$ cat src/i2cm_pkg.sv
// package for the i2c master transaction engine: types, codes and constants
`default_nettype none
package i2cm_pkg;

  localparam int unsigned DelayWidthDef = 16;

  localparam int unsigned InDataW  = 24;
  localparam int unsigned OutDataW = 24;
  localparam int unsigned CfgIdxW  = 2;
  localparam int unsigned CfgDataW = 16;

  localparam logic [7:0] ByteMsb = 8'h80;
  localparam logic [7:0] ByteMax = 8'hFF;

  localparam logic [6:0]  SlaveAddrRst = 7'd0;
  localparam logic [15:0] HalfPeriodRst = 16'd50;
  localparam logic [15:0] StopHoldRst   = 16'd20;

  typedef enum logic [CfgIdxW-1:0] {
    CfgSlaveAddr  = 2'd0,
    CfgHalfPeriod = 2'd1,
    CfgStopHold   = 2'd2
  } cfg_idx_e;

  typedef enum logic [1:0] {
    ReqTick  = 2'd0,
    ReqWrite = 2'd1,
    ReqRead  = 2'd2
  } req_e;

  typedef enum logic [3:0] {
    PhIdle      = 4'd0,
    PhStartSda  = 4'd1,
    PhStartScl  = 4'd2,
    PhBitRise   = 4'd3,
    PhBitHigh   = 4'd4,
    PhBitLow    = 4'd5,
    PhAckRise   = 4'd6,
    PhAckHigh   = 4'd7,
    PhAckLow    = 4'd8,
    PhStopPrep  = 4'd9,
    PhStopRise  = 4'd10,
    PhStopHold  = 4'd11,
    PhFailHold  = 4'd12
  } phase_e;

  typedef struct packed {
    logic [6:0]  target_addr;
    logic [15:0] half_period_ticks;
    logic [15:0] stop_hold_ticks;
  } cfg_t;

  typedef struct packed {
    logic [1:0] req_type;
    logic [7:0] byte_count;
    logic [7:0] tx_byte;
    logic       scl_in;
    logic       sda_in;
  } tick_t;

  typedef struct packed {
    logic       scl_low;
    logic       sda_low;
    logic       busy_res;
    logic       done_res;
    logic       success;
    logic [7:0] byte_index;
    logic       rx_valid;
    logic [7:0] rx_byte;
    logic       rx_last;
  } res_t;

endpackage
`default_nettype wire

$ cat src/i2cm_cfg_regs.sv
// configuration registers of the i2c master
`default_nettype none
module i2cm_cfg_regs (
  input  wire logic                            clk_i,
  input  wire logic                            rst_ni,
  input  wire logic                            cfg_valid_i,
  output logic                                 cfg_ready_o,
  input  wire logic [i2cm_pkg::CfgIdxW-1:0]    cfg_index_i,
  input  wire logic [i2cm_pkg::CfgDataW-1:0]   cfg_data_i,
  output i2cm_pkg::cfg_t                       cfg_o
);

  i2cm_pkg::cfg_t cfg_q, cfg_d;

  assign cfg_ready_o = 1'b1;
  assign cfg_o       = cfg_q;

  always_comb begin
    cfg_d = cfg_q;
    if (cfg_valid_i) begin
      unique case (i2cm_pkg::cfg_idx_e'(cfg_index_i))
        i2cm_pkg::CfgSlaveAddr:  cfg_d.target_addr       = cfg_data_i[6:0];
        i2cm_pkg::CfgHalfPeriod: cfg_d.half_period_ticks = cfg_data_i;
        i2cm_pkg::CfgStopHold:   cfg_d.stop_hold_ticks   = cfg_data_i;
        default:                 cfg_d = cfg_q;
      endcase
    end
  end

  always_ff @(posedge clk_i or negedge rst_ni) begin
    if (!rst_ni) begin
      cfg_q.target_addr       <= i2cm_pkg::SlaveAddrRst;
      cfg_q.half_period_ticks <= i2cm_pkg::HalfPeriodRst;
      cfg_q.stop_hold_ticks   <= i2cm_pkg::StopHoldRst;
    end else begin
      cfg_q <= cfg_d;
    end
  end

endmodule
`default_nettype wire

$ cat src/i2cm_seq.sv
// bus sequencer: state registers and one-tick next-state logic
`default_nettype none
module i2cm_seq #(
  parameter int unsigned DELAY_WIDTH = i2cm_pkg::DelayWidthDef
) (
  input  wire logic           clk_i,
  input  wire logic           rst_ni,
  input  wire logic           adv_i,
  input  i2cm_pkg::tick_t     tick_i,
  input  i2cm_pkg::cfg_t      cfg_i,
  output i2cm_pkg::res_t      res_o
);

  localparam logic [32:0] WaitTop = (33'd1 << DELAY_WIDTH) - 33'd1;

  function automatic logic [DELAY_WIDTH-1:0] sat_wait(input logic [15:0] v);
    logic [32:0] ext;
    ext = {17'd0, v};
    if (ext == 33'd0) ext = 33'd1;
    if (ext > WaitTop) ext = WaitTop;
    return ext[DELAY_WIDTH-1:0];
  endfunction

  i2cm_pkg::phase_e       phase_q, phase_d;
  logic [3:0]             bit_cnt_q, bit_cnt_d;
  logic [7:0]             shift_q, shift_d;
  logic [7:0]             byte_pos_q, byte_pos_d;
  logic [7:0]             bytes_total_q, bytes_total_d;
  logic [DELAY_WIDTH-1:0] wait_q, wait_d;
  logic                   read_mode_q, read_mode_d;
  logic                   addr_stage_q, addr_stage_d;
  logic                   scl_drive_q, scl_drive_d;
  logic                   sda_drive_q, sda_drive_d;

  logic                   wait_over;
  logic                   sending;
  logic [DELAY_WIDTH-1:0] load_half, load_stop;
  logic [3:0]             cnt_inc;
  logic [7:0]             new_shift;
  logic                   last_byte;
  logic                   done, succ, rxv, rxl;
  logic [7:0]             rxb;

  assign wait_over = (wait_q <= DELAY_WIDTH'(1));
  assign sending   = !read_mode_q || addr_stage_q;
  assign load_half = sat_wait(cfg_i.half_period_ticks);
  assign load_stop = sat_wait(cfg_i.stop_hold_ticks);
  assign cnt_inc   = bit_cnt_q + 4'd1;
  assign last_byte = ({1'b0, byte_pos_q} + 9'd1) >= {1'b0, bytes_total_q};

  always_comb begin
    phase_d       = phase_q;
    bit_cnt_d     = bit_cnt_q;
    shift_d       = shift_q;
    byte_pos_d    = byte_pos_q;
    bytes_total_d = bytes_total_q;
    wait_d        = wait_q;
    read_mode_d   = read_mode_q;
    addr_stage_d  = addr_stage_q;
    scl_drive_d   = scl_drive_q;
    sda_drive_d   = sda_drive_q;
    new_shift     = shift_q;
    done          = 1'b0;
    succ          = 1'b0;
    rxv           = 1'b0;
    rxb           = 8'd0;
    rxl           = 1'b0;
    unique case (phase_q)
      i2cm_pkg::PhIdle: begin
        if (tick_i.req_type == i2cm_pkg::ReqWrite || tick_i.req_type == i2cm_pkg::ReqRead) begin
          read_mode_d   = (tick_i.req_type == i2cm_pkg::ReqRead);
          bytes_total_d = tick_i.byte_count;
          byte_pos_d    = 8'd0;
          addr_stage_d  = 1'b1;
          sda_drive_d   = 1'b1;
          scl_drive_d   = 1'b0;
          wait_d        = load_half;
          phase_d       = i2cm_pkg::PhStartSda;
        end
      end
      i2cm_pkg::PhStartSda: begin
        if (wait_over) begin
          scl_drive_d = 1'b1;
          wait_d      = load_half;
          phase_d     = i2cm_pkg::PhStartScl;
        end else begin
          wait_d = wait_q - DELAY_WIDTH'(1);
        end
      end
      i2cm_pkg::PhStartScl: begin
        if (wait_over) begin
          new_shift   = {cfg_i.target_addr, read_mode_q};
          shift_d     = new_shift;
          bit_cnt_d   = 4'd0;
          sda_drive_d = sending && ((new_shift & i2cm_pkg::ByteMsb) == 8'd0);
          scl_drive_d = 1'b0;
          phase_d     = i2cm_pkg::PhBitRise;
        end else begin
          wait_d = wait_q - DELAY_WIDTH'(1);
        end
      end
      i2cm_pkg::PhBitRise: begin
        if (tick_i.scl_in) begin
          if (!sending) shift_d = {shift_q[6:0], tick_i.sda_in};
          wait_d  = load_half;
          phase_d = i2cm_pkg::PhBitHigh;
        end
      end
      i2cm_pkg::PhBitHigh: begin
        if (wait_over) begin
          scl_drive_d = 1'b1;
          if (sending) shift_d = {shift_q[6:0], 1'b0};
          wait_d  = load_half;
          phase_d = i2cm_pkg::PhBitLow;
        end else begin
          wait_d = wait_q - DELAY_WIDTH'(1);
        end
      end
      i2cm_pkg::PhBitLow: begin
        if (wait_over) begin
          bit_cnt_d   = cnt_inc;
          scl_drive_d = 1'b0;
          if (cnt_inc < 4'd8) begin
            sda_drive_d = sending && ((shift_q & i2cm_pkg::ByteMsb) == 8'd0);
            phase_d     = i2cm_pkg::PhBitRise;
          end else begin
            if (sending) begin
              sda_drive_d = 1'b0;
            end else begin
              rxv         = 1'b1;
              rxb         = shift_q;
              rxl         = last_byte;
              sda_drive_d = !last_byte;
            end
            phase_d = i2cm_pkg::PhAckRise;
          end
        end else begin
          wait_d = wait_q - DELAY_WIDTH'(1);
        end
      end
      i2cm_pkg::PhAckRise: begin
        if (tick_i.scl_in) begin
          if (sending && tick_i.sda_in) begin
            sda_drive_d = 1'b0;
            wait_d      = load_stop;
            phase_d     = i2cm_pkg::PhFailHold;
          end else begin
            wait_d  = load_half;
            phase_d = i2cm_pkg::PhAckHigh;
          end
        end
      end
      i2cm_pkg::PhAckHigh: begin
        if (wait_over) begin
          scl_drive_d = 1'b1;
          sda_drive_d = !read_mode_q;
          if (!addr_stage_q && byte_pos_q != i2cm_pkg::ByteMax) byte_pos_d = byte_pos_q + 8'd1;
          wait_d  = load_half;
          phase_d = i2cm_pkg::PhAckLow;
        end else begin
          wait_d = wait_q - DELAY_WIDTH'(1);
        end
      end
      i2cm_pkg::PhAckLow: begin
        if (wait_over) begin
          addr_stage_d = 1'b0;
          if (byte_pos_q < bytes_total_q) begin
            new_shift   = read_mode_q ? shift_q : tick_i.tx_byte;
            shift_d     = new_shift;
            bit_cnt_d   = 4'd0;
            sda_drive_d = !read_mode_q && ((new_shift & i2cm_pkg::ByteMsb) == 8'd0);
            scl_drive_d = 1'b0;
            phase_d     = i2cm_pkg::PhBitRise;
          end else begin
            sda_drive_d = 1'b1;
            wait_d      = load_half;
            phase_d     = i2cm_pkg::PhStopPrep;
          end
        end else begin
          wait_d = wait_q - DELAY_WIDTH'(1);
        end
      end
      i2cm_pkg::PhStopPrep: begin
        if (wait_over) begin
          scl_drive_d = 1'b0;
          phase_d     = i2cm_pkg::PhStopRise;
        end else begin
          wait_d = wait_q - DELAY_WIDTH'(1);
        end
      end
      i2cm_pkg::PhStopRise: begin
        if (tick_i.scl_in) begin
          wait_d  = load_stop;
          phase_d = i2cm_pkg::PhStopHold;
        end
      end
      i2cm_pkg::PhStopHold, i2cm_pkg::PhFailHold: begin
        if (wait_over) begin
          sda_drive_d = 1'b0;
          scl_drive_d = 1'b0;
          done        = 1'b1;
          succ        = (phase_q == i2cm_pkg::PhStopHold);
          phase_d     = i2cm_pkg::PhIdle;
        end else begin
          wait_d = wait_q - DELAY_WIDTH'(1);
        end
      end
      default: begin
        phase_d     = i2cm_pkg::PhIdle;
        scl_drive_d = 1'b0;
        sda_drive_d = 1'b0;
      end
    endcase
  end

  always_comb begin
    res_o.scl_low    = scl_drive_d;
    res_o.sda_low    = sda_drive_d;
    res_o.busy_res   = (phase_d != i2cm_pkg::PhIdle);
    res_o.done_res   = done;
    res_o.success    = succ;
    res_o.byte_index = byte_pos_d;
    res_o.rx_valid   = rxv;
    res_o.rx_byte    = rxb;
    res_o.rx_last    = rxl;
  end

  always_ff @(posedge clk_i or negedge rst_ni) begin
    if (!rst_ni) begin
      phase_q       <= i2cm_pkg::PhIdle;
      bit_cnt_q     <= 4'd0;
      shift_q       <= 8'd0;
      byte_pos_q    <= 8'd0;
      bytes_total_q <= 8'd0;
      wait_q        <= '0;
      read_mode_q   <= 1'b0;
      addr_stage_q  <= 1'b0;
      scl_drive_q   <= 1'b0;
      sda_drive_q   <= 1'b0;
    end else if (adv_i) begin
      phase_q       <= phase_d;
      bit_cnt_q     <= bit_cnt_d;
      shift_q       <= shift_d;
      byte_pos_q    <= byte_pos_d;
      bytes_total_q <= bytes_total_d;
      wait_q        <= wait_d;
      read_mode_q   <= read_mode_d;
      addr_stage_q  <= addr_stage_d;
      scl_drive_q   <= scl_drive_d;
      sda_drive_q   <= sda_drive_d;
    end
  end

endmodule
`default_nettype wire

$ cat src/i2c_master_transaction_engine.sv
// top level of the i2c master transaction engine
//
// every input beat is one timing tick of an open-drain i2c master. tuser
// carries the request kind (tick, start write, start read); a start request
// taken while idle runs a full transaction: start, address byte with r/w,
// data bytes msb first, each with its ack clock, then stop. tx_byte is sampled
// when a data byte begins, at the byte index shown on the previous result.
// each input beat yields exactly one result beat holding the line drives,
// busy, done/success and any received byte (tuser = rx valid, tlast = last
// byte of a read). scl releases wait for scl_in high, so stretching works.
// the result beat is registered and appears in the cycle after its input
// beat is accepted; throughput is one beat per cycle unless the receiver
// stalls, set by the combinational sequencer step between the state and
// result registers. when the receiver stalls, the result register holds
// and input is accepted again as soon as that result is taken.
// reset (async, active low) returns to idle with both lines released and
// restores the register defaults: address 0, half period 50, stop hold 20.
// configuration writes are taken every cycle on the cfg channel.
`default_nettype none
module i2c_master_transaction_engine #(
  parameter int unsigned DELAY_WIDTH = i2cm_pkg::DelayWidthDef
) (
  input  wire logic                             clk_i,
  input  wire logic                             rst_ni,
  input  wire logic                             s_axis_tvalid_i,
  output logic                                  s_axis_tready_o,
  // byte_count, tx_byte, scl_in, sda_in, zero pad
  input  wire logic [i2cm_pkg::InDataW-1:0]     s_axis_tdata_i,
  // req_type
  input  wire logic [1:0]                       s_axis_tuser_i,
  output logic                                  m_axis_tvalid_o,
  input  wire logic                             m_axis_tready_i,
  // scl_low, sda_low, busy_res, done_res, success, byte_index, rx_byte, zero pad
  output logic [i2cm_pkg::OutDataW-1:0]         m_axis_tdata_o,
  // rx_valid
  output logic                                  m_axis_tuser_o,
  output logic                                  m_axis_tlast_o,
  input  wire logic                             cfg_valid_i,
  output logic                                  cfg_ready_o,
  input  wire logic [i2cm_pkg::CfgIdxW-1:0]     cfg_index_i,
  input  wire logic [i2cm_pkg::CfgDataW-1:0]    cfg_data_i
);

  i2cm_pkg::cfg_t  cfg;
  i2cm_pkg::tick_t tick;
  i2cm_pkg::res_t  res_d, res_q;
  logic            out_valid_q;
  logic            accept;

  assign s_axis_tready_o = !out_valid_q || m_axis_tready_i;
  assign accept          = s_axis_tvalid_i && s_axis_tready_o;

  assign tick.req_type   = s_axis_tuser_i;
  assign tick.byte_count = s_axis_tdata_i[7:0];
  assign tick.tx_byte    = s_axis_tdata_i[15:8];
  assign tick.scl_in     = s_axis_tdata_i[16];
  assign tick.sda_in     = s_axis_tdata_i[17];

  i2cm_cfg_regs u_cfg (
    .clk_i       (clk_i),
    .rst_ni      (rst_ni),
    .cfg_valid_i (cfg_valid_i),
    .cfg_ready_o (cfg_ready_o),
    .cfg_index_i (cfg_index_i),
    .cfg_data_i  (cfg_data_i),
    .cfg_o       (cfg)
  );

  i2cm_seq #(
    .DELAY_WIDTH (DELAY_WIDTH)
  ) u_seq (
    .clk_i  (clk_i),
    .rst_ni (rst_ni),
    .adv_i  (accept),
    .tick_i (tick),
    .cfg_i  (cfg),
    .res_o  (res_d)
  );

  always_ff @(posedge clk_i or negedge rst_ni) begin
    if (!rst_ni) begin
      out_valid_q <= 1'b0;
    end else if (accept) begin
      out_valid_q <= 1'b1;
    end else if (m_axis_tready_i) begin
      out_valid_q <= 1'b0;
    end
  end

  always_ff @(posedge clk_i) begin
    if (accept) begin
      res_q <= res_d;
    end
  end

  assign m_axis_tvalid_o = out_valid_q;
  assign m_axis_tdata_o  = {3'd0, res_q.rx_byte, res_q.byte_index, res_q.success,
                            res_q.done_res, res_q.busy_res, res_q.sda_low, res_q.scl_low};
  assign m_axis_tuser_o  = res_q.rx_valid;
  assign m_axis_tlast_o  = res_q.rx_last;

  // a finished transaction is no longer busy
  assert property (@(posedge clk_i) disable iff (!rst_ni)
    m_axis_tvalid_o && res_q.done_res |-> !res_q.busy_res)
    else $error("done reported while still busy");

  // last-byte flag only with a received byte
  assert property (@(posedge clk_i) disable iff (!rst_ni)
    m_axis_tvalid_o && m_axis_tlast_o |-> m_axis_tuser_o)
    else $error("rx_last without rx_valid");

  // input stalls only behind a held result
  assert property (@(posedge clk_i) disable iff (!rst_ni)
    !s_axis_tready_o |-> m_axis_tvalid_o && !m_axis_tready_i)
    else $error("input stalled without output backpressure");

  // every accepted tick shows a result next cycle
  assert property (@(posedge clk_i) disable iff (!rst_ni)
    accept |=> m_axis_tvalid_o)
    else $error("accepted beat produced no result");

endmodule
`default_nettype wire
$ cat config.mk
export PLATFORM = sky130hd
export DESIGN_NAME = i2c_master_transaction_engine
export DESIGN_NICKNAME = d
export VERILOG_FILES = /design/src/i2cm_pkg.sv /design/src/i2cm_cfg_regs.sv /design/src/i2cm_seq.sv /design/src/i2c_master_transaction_engine.sv
export SDC_FILE = /design/constraint.sdc
export NUM_CORES = 1
export LEC_CHECK = 0
export ABC_AREA = 1
export BUFFER_PORTS_ARGS = -buffer_cell sky130_fd_sc_hd__buf_2
export CORE_MARGIN = 4
export CORE_UTILIZATION = 45
export CTS_CLUSTER_DIAMETER = 60
export DETAILED_ROUTE_END_ITERATION = 6
export PLACE_DENSITY = 0.6
export SETUP_SLACK_MARGIN = 0.3
export SLEW_MARGIN = 20
export SYNTH_ARGS = -nofsm -noshare
export SYNTH_HDL_FRONTEND = slang
export SYNTH_SLANG_ARGS = --single-unit
$ cat constraint.sdc
create_clock -name clk_i -period 3 [get_ports clk_i]
set_clock_uncertainty 0.1 [all_clocks]
set_input_delay 0 -clock clk_i [delete_from_list [all_inputs] [get_ports clk_i]]
set_output_delay 0 -clock clk_i [all_outputs]
set_load 0.005 [all_outputs]
==> results.md, run 1 <==
* Site Rows at 45
* Leading cell type in the layout, fill and taps excluded: nand2_1
* HPWL after detailed placement at 13.5 mm
* Initial antenna violation count at 0
* Routed vias at 6,334
* CTS Sinks at 115
* P_leak at 0.00427 uW
* Period utilization at 0.843
* Io pins at 78
* Max incr delay on CP at 0.40 ns
* CTS tree: done
* Syn-to-layout area delta at 22.4%
* Initial Util at 0.458
* Relative slew slack at 0.322
* CP Buf/Inv Count at 1
* Outcome: complete, no violations
* Detailed Route WL at 18.8 mm
* Critical Path Sink Type: flip-flop
* Slowest-stage cell, CP: dfrtp_1
* # nets final at 1,108
* Peak VDD IR at 0.459 mV
* WS Path Type: reg -> reg
* Die X at 132 um
* Fmax at 396 MHz
* CTS H-tree depth at 4
* Clk root buf: clkbuf_16
* # fillers at 1,453
* Post-synthesis cell count at 922
* DR pass1 iterations at 5
* Layout cell share with drive strength beyond 1 at 0.168
* Inserted Diodes at 0
* Post-synthesis sequential area ratio at 0.431
* Total CTS buffers at 17
* Setup TNS at 0 ns
* Die ar. at 0.0175 mm^2
* Drt drc at 0
* Clock slew at reported path FFs at 0.06 ns
* Slew @ Worst Pin at 1.01 ns
* WL per Instance at 15.2 um
* Crit-path leading delay family: simple AND/OR/NAND/NOR gates
* Min cycle time layout at 2.53 ns
* Worst hold path type: in -> reg
* Number of flops mapped to enable cells by yosys at 23
* Crit-path max FO at 18
* Final Hold Viols at 0
* Crit path top cell by count: nand2_1
* Skew-Pair Late Insertion Delay at 0.43 ns
* First-pass GRT wire length at 30.7 mm
* Critical Path AT at 2.74 ns
* Library cells used by synthesis at 43
* Initial DRC count at 354
* Final Setup Violations at 0
* Grt ovf at 0
* Port Buffers at 67
* Most frequent cells in the layout: 257 x nand2_1, 115 x inv_1, 89 x nor2_1
* Post-Syn Area at 0.00696 mm^2
* Routed Antenna Nets at 0
* Critical Path Start Type: flip-flop
* RSZ-0062 raised after global routing: false
* Core area at 0.0152 mm^2
* Primary FF master, synth: dfrtp_1
* Post-synth ARST share at 0.800
* Register bit total from synthesis at 115
* Mean Syn Cell Area at 7.55 um^2
* Synth Warn # at 0
* Gpl congestion at 0.894
* Die Ht at 132 um
* Power Dens Cells at 861 mW/mm^2
* Final slew viol count at 0
* Crit-path cells: inv_1, ha_1, nor2_1, nor2_2, nand3_4, nand2_1, nand2_1, nand2_1, nand3_1, a21oi_1, o21ai_1
* Max Cap Viol at 0
* CP required at 3.21 ns
* Vias in the first global route at 6,151
* Design area at 0.00852 mm^2
* Placed Instance Area at 0.00748 mm^2
* Vias per cell at 5.11
* Largest net degree at the start of global routing at 93
* Clock tree buffer depth at 2
* GRT Util Overall at 0.218
tightest hold or removal path, delay by kind of cell:
family,cells,cell delay [ns]
AND/OR/NAND/NOR,1,0.30
AO/OA/AOI/OAI,1,0.12
buffers and inverters,1,0.11
cell families after synthesis:
family                     count (synthesis)  synth area share
AOI/OAI and AO/OA                        149             0.119
DFF                                      115             0.431
other                                      2           0.00108
buffers and inverters                    149            0.0872
and+or+nand+nor                          464             0.296
muxes                                      2           0.00306
adders and majority gates                 21            0.0378
xor gates and xnor gates                  20            0.0252
through the flow:
step / worst slack (ns) / util / hold WS, ns / cells / total power [uW]
2_1_floorplan: 0.890 / - / -0.396 / 924 / 4410
3_5_place_dp: 0.372 / 0.492 / -0.00446 / 1164 / 5220
4_1_cts: 0.343 / 0.558 / 0.0512 / 1236 / 7350
3_3_place_gp: 0.452 / 0.492 / -0.00697 / 1164 / 5200
6_report: 0.472 / 0.560 / 0.0471 / 1239 / 7330
5_1_grt: 0.306 / 0.560 / 0.0952 / 1239 / 7920
synth_stat cells, types with 2 or more instances:
cell type / n / share of area
nand2_1: 257 / 0.14
inv_1: 116 / 0.063
nor2_1: 89 / 0.048
dfrtp_1: 87 / 0.31
o21ai_0: 86 / 0.062
nand3_1: 45 / 0.032
edfxtp_1: 23 / 0.099
a21oi_1: 22 / 0.016
ha_1: 21 / 0.038
nor2_2: 16 / 0.014
nand2_2: 13 / 0.012
xor2_1: 12 / 0.015
nand4_1: 11 / 0.0099
o211ai_1: 11 / 0.012
clkbuf_1: 10 / 0.0054
inv_2: 10 / 0.0054
nor3_1: 8 / 0.0058
xnor2_1: 8 / 0.010
a22oi_1: 7 / 0.0076
nor2_4: 7 / 0.011
a31oi_1: 6 / 0.0054
buf_4: 5 / 0.0054
dfstp_2: 5 / 0.019
o21ai_1: 5 / 0.0036
or2_2: 5 / 0.0045
nor4_1: 4 / 0.0036
o21a_1: 4 / 0.0043
buf_2: 3 / 0.0022
buf_6: 3 / 0.0049
nor3_2: 3 / 0.0043
o22ai_1: 3 / 0.0027
conb_1: 2 / 0.0011
nand2_4: 2 / 0.0032
nand3_2: 2 / 0.0029
nand3_4: 2 / 0.0050
o221ai_1: 2 / 0.0025
power by group:
group          leakage [uW]  switching (uW)  internal [uW]  total, uW
sequential          0.00137             352           1990       2340
clock              0.000295             780           1270       2050
combinational       0.00260            1910           1030       2940
per-layer routing:
layer | routed length [um] | GRT usage | up-vias | part of all wire
met1 | 8410 | 0.279 | 2971 | 0.45
met5 | 0 | 0 | - | 0
met4 | 310 | 0.0670 | 0 | 0.017
met2 | 9390 | 0.376 | 135 | 0.50
li1 | - | - | 3202 | -
met3 | 681 | 0.0416 | 26 | 0.036
worst paths after layout:
path,startpoint,end,slack (ns),cells past startpoint
worst max-delay path,u_seq.wait_q[0]$_DFFE_PN0P_,u_seq.wait_q[15]$_DFFE_PN0P_,0.47,11
min in group asynchronous,rst_ni,u_seq.bytes_total_q[3]$_DFFE_PN0P_,0.07,3
worst min-delay path,cfg_valid_i,u_cfg.cfg_o[35]$_DFFE_PN0P_,0.05,3
max in group asynchronous,rst_ni,u_cfg.cfg_o[17]$_DFFE_PN1P_,2.31,3
worst max register to register,u_seq.wait_q[0]$_DFFE_PN0P_,u_seq.wait_q[15]$_DFFE_PN0P_,0.47,11
worst min register to register,u_cfg.cfg_o[11]$_DFFE_PN0P_,u_cfg.cfg_o[11]$_DFFE_PN0P_,0.38,2
what timing repair did:
action / 4_1_cts / 5_1_grt
endpoints found under the hold margin: 150 / 0
gates resized for setup: 0 / 2
hold buffers: 40 / 0
buffers inserted: 0 / 3
endpoints found under the setup margin: 0 / 15
flip-flops by register name (all words and copies together) (netlist names), 4 cells and up:
name / count
u_cfg.cfg_o: 39
u_seq.bytes_total_q: 8
u_seq.bit_cnt_q: 4
u_seq.shift_q: 8
m_axis_tdata_o: 21
u_seq.byte_pos_q: 8
u_seq.phase_q: 4
u_seq.wait_q: 16
cell type report:
class	instances	area [um^2]	area share
tap	188	235	0.0276
timing repair buffer	116	818	0.0960
sequential	115	3000	0.352
inverter	128	487	0.0571
clock buffer	20	489	0.0574
multi-input combinational	660	3370	0.396
clock inverter	12	116	0.0137
Note: power is estimated with default switching activity, not from simulation.
==> run 2, diff against run 1 <==
clock period = 2.5 ns   (was 3 ns; I/O delays follow)
==> results.md, run 2 (synthesized netlist as in run 1, its figures left out) <==
* Outcome: complete, no violations
* CP required at 2.55 ns (-0.66 ns)
* Routed Antenna Nets at 0 (unchanged)
* Min cycle time layout at 2.29 ns (-0.240 ns)
* Skew-Pair Late Insertion Delay at 0.42 ns (about the same)
* Final worst slack at 0.212 ns (-0.260 ns)
* Port Buffers at 67 (unchanged)
* Gpl congestion at 0.919 (+2.8%)
* Site Rows at 45 (unchanged)
* Clock tree buffer depth at 2 (unchanged)
* Critical Path AT at 2.34 ns (-0.40 ns)
* HPWL after detailed placement at 14.0 mm (+3.7%)
* Largest net degree at the start of global routing at 48 (-48%)
* Die ar. at 0.0175 mm^2 (unchanged)
* Met2 Resource Use GR at 0.373 (-0.00312)
* Die Ht at 132 um (unchanged)
* Fmax at 437 MHz (+11%)
* Relative slew slack at 0.567 (+0.245)
* # nets final at 1,172 (+5.8%)
* Power Dens Cells at 1060 mW/mm^2 (+24%)
* Clock slew at reported path FFs at 0.06 ns (about the same)
* GR Util met3 at 0.0489 (+0.00725)
* P_leak at 0.00466 uW (+9.2%)
* Leading cell type in the layout, fill and taps excluded: nand2_1
* Setup TNS at 0 ns (unchanged)
* Final Setup Violations at 0 (unchanged)
* First-pass GRT wire length at 31.4 mm (+2.2%)
* Max FFs per register at 39 (unchanged)
* Clk root buf: clkbuf_16
* Grt ovf at 0 (unchanged)
* Total CTS buffers at 17 (unchanged)
* DR pass1 iterations at 5 (unchanged)
* Initial Util at 0.458 (unchanged)
* Vias in the first global route at 6,200 (+0.80%)
* Slew @ Worst Pin at 0.650 ns (-0.364 ns)
* Critical Path Sink Type: flip-flop
* Detailed Route WL at 19.9 mm (+5.9%)
* Final slew viol count at 0 (unchanged)
* Gr busiest metal: met2
* Inserted Diodes at 0 (unchanged)
* CTS tree: done
* Routed vias at 6,586 (+4.0%)
* Critical Path Start Type: flip-flop
* Most frequent cells in the layout: 236 x nand2_1, 107 x inv_1, 78 x nor2_1, 78 x dfrtp_1, 76 x o21ai_0
* RSZ-0062 raised after global routing: true
* Crit-path max FO at 4 (-14)
* Core area at 0.0152 mm^2 (unchanged)
* Final Hold Viols at 0 (unchanged)
* Initial DRC count at 452 (+28%)
* Syn-to-layout area delta at 35.8%
* Die X at 132 um (unchanged)
* WS Path Type: reg -> reg
* WL per Instance at 15.3 um (+0.74%)
* Vias per cell at 5.05 (-1.1%)
* Peak VDD IR at 0.661 mV (+44%)
* Period utilization at 0.915 (+0.0724)
* Initial antenna violation count at 0 (unchanged)
* GRT Util Overall at 0.224 (+0.00586)
* Worst hold path type: in -> reg
* Layout cell share with drive strength beyond 1 at 0.276 (+0.108)
* Drt drc at 0 (unchanged)
* Post-Place Setup Slack at 0.0903 ns (-0.282 ns)
* CTS Sinks at 115 (unchanged)
* Met1 Resource Use GR at 0.290 (+0.0109)
* R2r worst-path depth at 15 (+4)
* Max Cap Viol at 0 (unchanged)
* Io pins at 78 (unchanged)
* Hold Path Depth at 5 (+2)
* CTS H-tree depth at 4 (unchanged)
[run 2: cell types whose count changed in the layout (fill, tap and decap cells not counted), moves of 9 or more]
cell,before,now
buf_4,9,63
nand2_1,257,236
nor2_4,7,24
nand2_2,13,27
nor2_1,89,78
o21ai_0,86,76
dfrtp_1,87,78
dfrtp_2,0,9
[run 2: final cells by class]
cell class / count / area, um^2
clock buffer: 21 / 482
clock inverter: 11 / 145
fill: 1339 / 5750
inverter: 128 / 493
multi-input combinational: 662 / 3730
sequential: 115 / 3010
tap: 188 / 235
timing repair buffer: 178 / 1350
[run 2: timing repair]
action                                  4_1_cts  5_1_grt
hold endpoints to repair                    113        0
hold buffers                                 40        0
setup buffers                                10       29
gates cloned                                  2        1
pin swaps                                    16       38
gates resized for setup                      29       89
endpoints found under the setup margin       40       53
[run 2: power breakdown]
group	switching (uW)	total, uW	internal [uW]	leakage, uW
clock network	872	2550	1680	0.000310
registers	389	2790	2400	0.00135
logic	2810	4710	1910	0.00299
[run 2: worst max-delay path, cell delays in order (launching register included)]
cell	delay [ns]
dfrtp_1	0.40
ha_2	0.22
nand3_2	0.11
xor2_1	0.18
ha_1	0.30
nand2_1	0.07
nor2_1	0.08
nand2_1	0.05
nand3_1	0.07
nand2_1	0.06
nand2_2	0.06
nand2_2	0.06
nand3_2	0.05
nand2_1	0.05
nand2_1	0.07
nand3_2	0.07
[run 2: worst paths after layout]
path                                                       from                                  to  slack (ns)
worst max register to register  u_seq.byte_pos_q[0]$_DFFE_PN0P_         m_axis_tdata_o[1]$_DFFE_PP_        0.21
max in group asynchronous                                rst_ni         u_cfg.cfg_o[17]$_DFFE_PN1P_        1.51
min in group asynchronous                                rst_ni  u_seq.bytes_total_q[2]$_DFFE_PN0P_        0.05
worst min-delay path                             cfg_index_i[0]         u_cfg.cfg_o[20]$_DFFE_PN1P_        0.02
worst max-delay path            u_seq.byte_pos_q[0]$_DFFE_PN0P_         m_axis_tdata_o[1]$_DFFE_PP_        0.21
worst min register to register      u_cfg.cfg_o[37]$_DFFE_PN0P_         u_cfg.cfg_o[37]$_DFFE_PN0P_        0.38
[run 2: stage by stage]
step | total power (uW) | instances | cell area (um^2) | hold WS (ns) | utilization
2_1_floorplan | 5300 | 924 | 6970 | -0.396 | -
6_report | 10100 | 1303 | 9450 | 0.0175 | 0.621
3_3_place_gp | 6440 | 1189 | 7690 | -0.0320 | 0.506
4_1_cts | 9380 | 1273 | 8940 | 0.00373 | 0.588
5_1_grt | 10700 | 1303 | 9450 | 0.0485 | 0.621
3_5_place_dp | 6450 | 1189 | 7690 | -0.0327 | 0.506
[run 2: metal layers]
layer / vias up / part of all wire / wire (um)
met4: 0 / 0.022 / 434
met3: 37 / 0.048 / 950
met2: 194 / 0.50 / 9920
li1: 3345 / - / -
met1: 3010 / 0.43 / 8590
met5: - / 0 / 0
==> run 3, diff against run 2 <==
CAP_MARGIN = 20   (was default)
PLACE_DENSITY = 0.62   (was 0.6)
clock period = 2 ns   (was 2.5 ns; I/O delays follow)
==> results.md, run 3 (synthesized netlist as in run 1, its figures left out) <==
* Outcome: finished with violations
* Failing checks: hold timing, setup timing
* CTS H-tree depth at 4 (unchanged)
* CTS Sinks at 115 (unchanged)
* CTS tree: done
* Routed Antenna Nets at 0 (unchanged)
* Post-Layout Cell Count at 1,412 (+8.4%)
* Leading cell type in the layout, fill and taps excluded: nand2_1
* Sw Ratio at 0.414 (+0.00933)
* Net Sw Power at 5850 uW (+44%)
* DR pass1 iterations at 5 (unchanged)
* Share of power burned in registers at 0.244 (-0.033)
* CP required at 2.06 ns (-0.49 ns)
* Max Cap Viol at 0 (unchanged)
* Core area at 0.0152 mm^2 (unchanged)
* Port Buffers at 67 (unchanged)
* Relative slew slack at 0.664 (+0.0977)
* Critical Path Start Type: flip-flop
* Final Hold Viols at 2 (+2)
* Final Setup Violations at 49 (+49)
* Critical Path AT at 2.41 ns (+0.07 ns)
* Dpl cells at 1,289 (+8.4%)
* Clock tree buffer depth at 2 (unchanged)
* P_int at 8280 uW (+38%)
* Routed vias at 7,127 (+8.2%)
* GRT Util Overall at 0.251 (+0.0270)
* First-pass GRT wire length at 35.0 mm (+12%)
* Largest net degree at the start of global routing at 56 (+17%)
* Slew @ Worst Pin at 0.503 ns (-0.147 ns)
* Io pins at 78 (unchanged)
* Syn-to-layout area delta at 56.2%
* Crit-path max FO at 4 (unchanged)
* # nets final at 1,281 (+9.3%)
* WS Path Type: reg -> reg
* Inserted Diodes at 0 (unchanged)
* Drt drc at 0 (unchanged)
* RSZ-0062 raised after global routing: true
* Grt ovf at 0 (unchanged)
* Clk network pwr share at 0.212 (-0.042)
* Final worst slack at -0.349 ns (-0.561 ns)
* R2r worst-path depth at 15 (unchanged)
* Clk root buf: clkbuf_16
* Fmax at 426 MHz (-2.6%)
* Clock slew at reported path FFs at 0.06 ns (about the same)
* Die X at 132 um (unchanged)
* Initial DRC count at 350 (-23%)
* Initial antenna violation count at 0 (unchanged)
* Skew-Pair Late Insertion Delay at 0.42 ns (about the same)
* Worst hold path type: in -> async
* WHS at -0.00266 ns (-0.0202 ns)
* P_leak at 0.00535 uW (+15%)
* Max FFs per register at 39 (unchanged)
* Pwr Total at 14,100 uW (+41%)
* Detailed Route WL at 22.3 mm (+12%)
* Most frequent cells in the layout: 201 x nand2_1, 142 x buf_4, 106 x inv_1
* Period utilization at 1.17 (+0.260)
* Total CTS buffers at 17 (unchanged)
* Min cycle time layout at 2.35 ns (+0.0615 ns)
* Site Rows at 45 (unchanged)
* HPWL after detailed placement at 15.0 mm (+7.2%)
* Vias per cell at 5.05 (-0.14%)
* Initial Util at 0.458 (unchanged)
* Vias in the first global route at 7,025 (+13%)
* WL per Instance at 15.8 um (+3.4%)
* Die ar. at 0.0175 mm^2 (unchanged)
* Final slew viol count at 0 (unchanged)
* Critical Path Sink Type: flip-flop
* Peak VDD IR at 0.829 mV (+25%)
* Die Ht at 132 um (unchanged)
* Power Dens Cells at 1300 mW/mm^2 (+22%)
* Combinational Power Share at 0.545 (+0.076)
* Layout cell share with drive strength beyond 1 at 0.407 (+0.131)
* Gpl congestion at 0.982 (+6.8%)
run 3: power by group through the flow:
stage / Combinational (uW) / Sequential (uW) / Clock [uW]
6_report: 7700 / 3440 / 2990
5_1_grt: 8370 / 3500 / 3120
4_1_cts: 7040 / 3410 / 3020
3_5_place_dp: 5800 / 3430 / 0
3_3_place_gp: 5750 / 3410 / 0
2_1_floorplan: 3480 / 3390 / 0
run 3: final cells by class:
| cell class | instances | area [um^2] |
|---|---|---|
| Clock buffer | 19 | 464 |
| Clock inverter | 13 | 121 |
| Fill cell | 1152 | 4330 |
| Inverter | 128 | 500 |
| Multi-Input combinational cell | 661 | 4140 |
| Sequential cell | 115 | 3010 |
| Tap cell | 188 | 235 |
| Timing Repair Buffer | 286 | 2390 |
| Timing Repair inverter | 2 | 13.8 |
run 3: repair_timing:
action | 4_1_cts | 5_1_grt
endpoints found under the hold margin | 149 | 0
setup endpoints to repair | 73 | 75
setup buffers | 35 | 12
gates cloned | 6 | 1
hold buffers | 37 | 0
resized for setup | 142 | 83
pin swaps | 36 | 25
run 3: per-layer routing:
metal,up-vias,share of wire,track usage
met5,-,0,0
met4,0,0.027,0.0953
met3,43,0.035,0.0435
met2,151,0.52,0.442
met1,3367,0.42,0.308
li1,3566,-,-
run 3: final timing paths:
kind,from,endpoint,slack [ns]
max reg2reg,u_seq.byte_pos_q[1]$_DFFE_PN0P_,m_axis_tdata_o[1]$_DFFE_PP_,-0.35
min in group clk_i,cfg_index_i[1],u_cfg.cfg_o[2]$_DFFE_PN1P_,0.03
min,rst_ni,u_seq.byte_pos_q[5]$_DFFE_PN0P_,-0.003
max,u_seq.byte_pos_q[1]$_DFFE_PN0P_,m_axis_tdata_o[1]$_DFFE_PP_,-0.35
min reg2reg,u_cfg.cfg_o[32]$_DFFE_PN0P_,u_cfg.cfg_o[32]$_DFFE_PN0P_,0.39
max in group asynchronous,rst_ni,u_seq.wait_q[0]$_DFFE_PN0P_,1.31
run 3: critical path, stage by stage (launching register included):
cell and delay, ns:
dfrtp_1 0.40, buf_4 0.16, nand4_1 0.16, nor2_1 0.16, xnor2_1 0.16, inv_1 0.07
ha_1 0.30, nand2_1 0.07, inv_1 0.06, nand2_1 0.05, nand2_1 0.06, nand2_1 0.07
nand3_1 0.07, nand2_1 0.05, nand2_1 0.07, nand3_2 0.07
run 3: per-stage QoR:
stage / TNS, ns / instance area, um^2 / setup slack [ns] / util
2_1_floorplan: -0.181 / 7130 / -0.110 / -
3_3_place_gp: -3.60 / 8640 / -0.177 / 0.568
3_5_place_dp: -5.01 / 8640 / -0.229 / 0.568
4_1_cts: -3.75 / 10400 / -0.214 / 0.686
5_1_grt: -12.16 / 10900 / -0.504 / 0.715
6_report: -6.53 / 10900 / -0.349 / 0.715
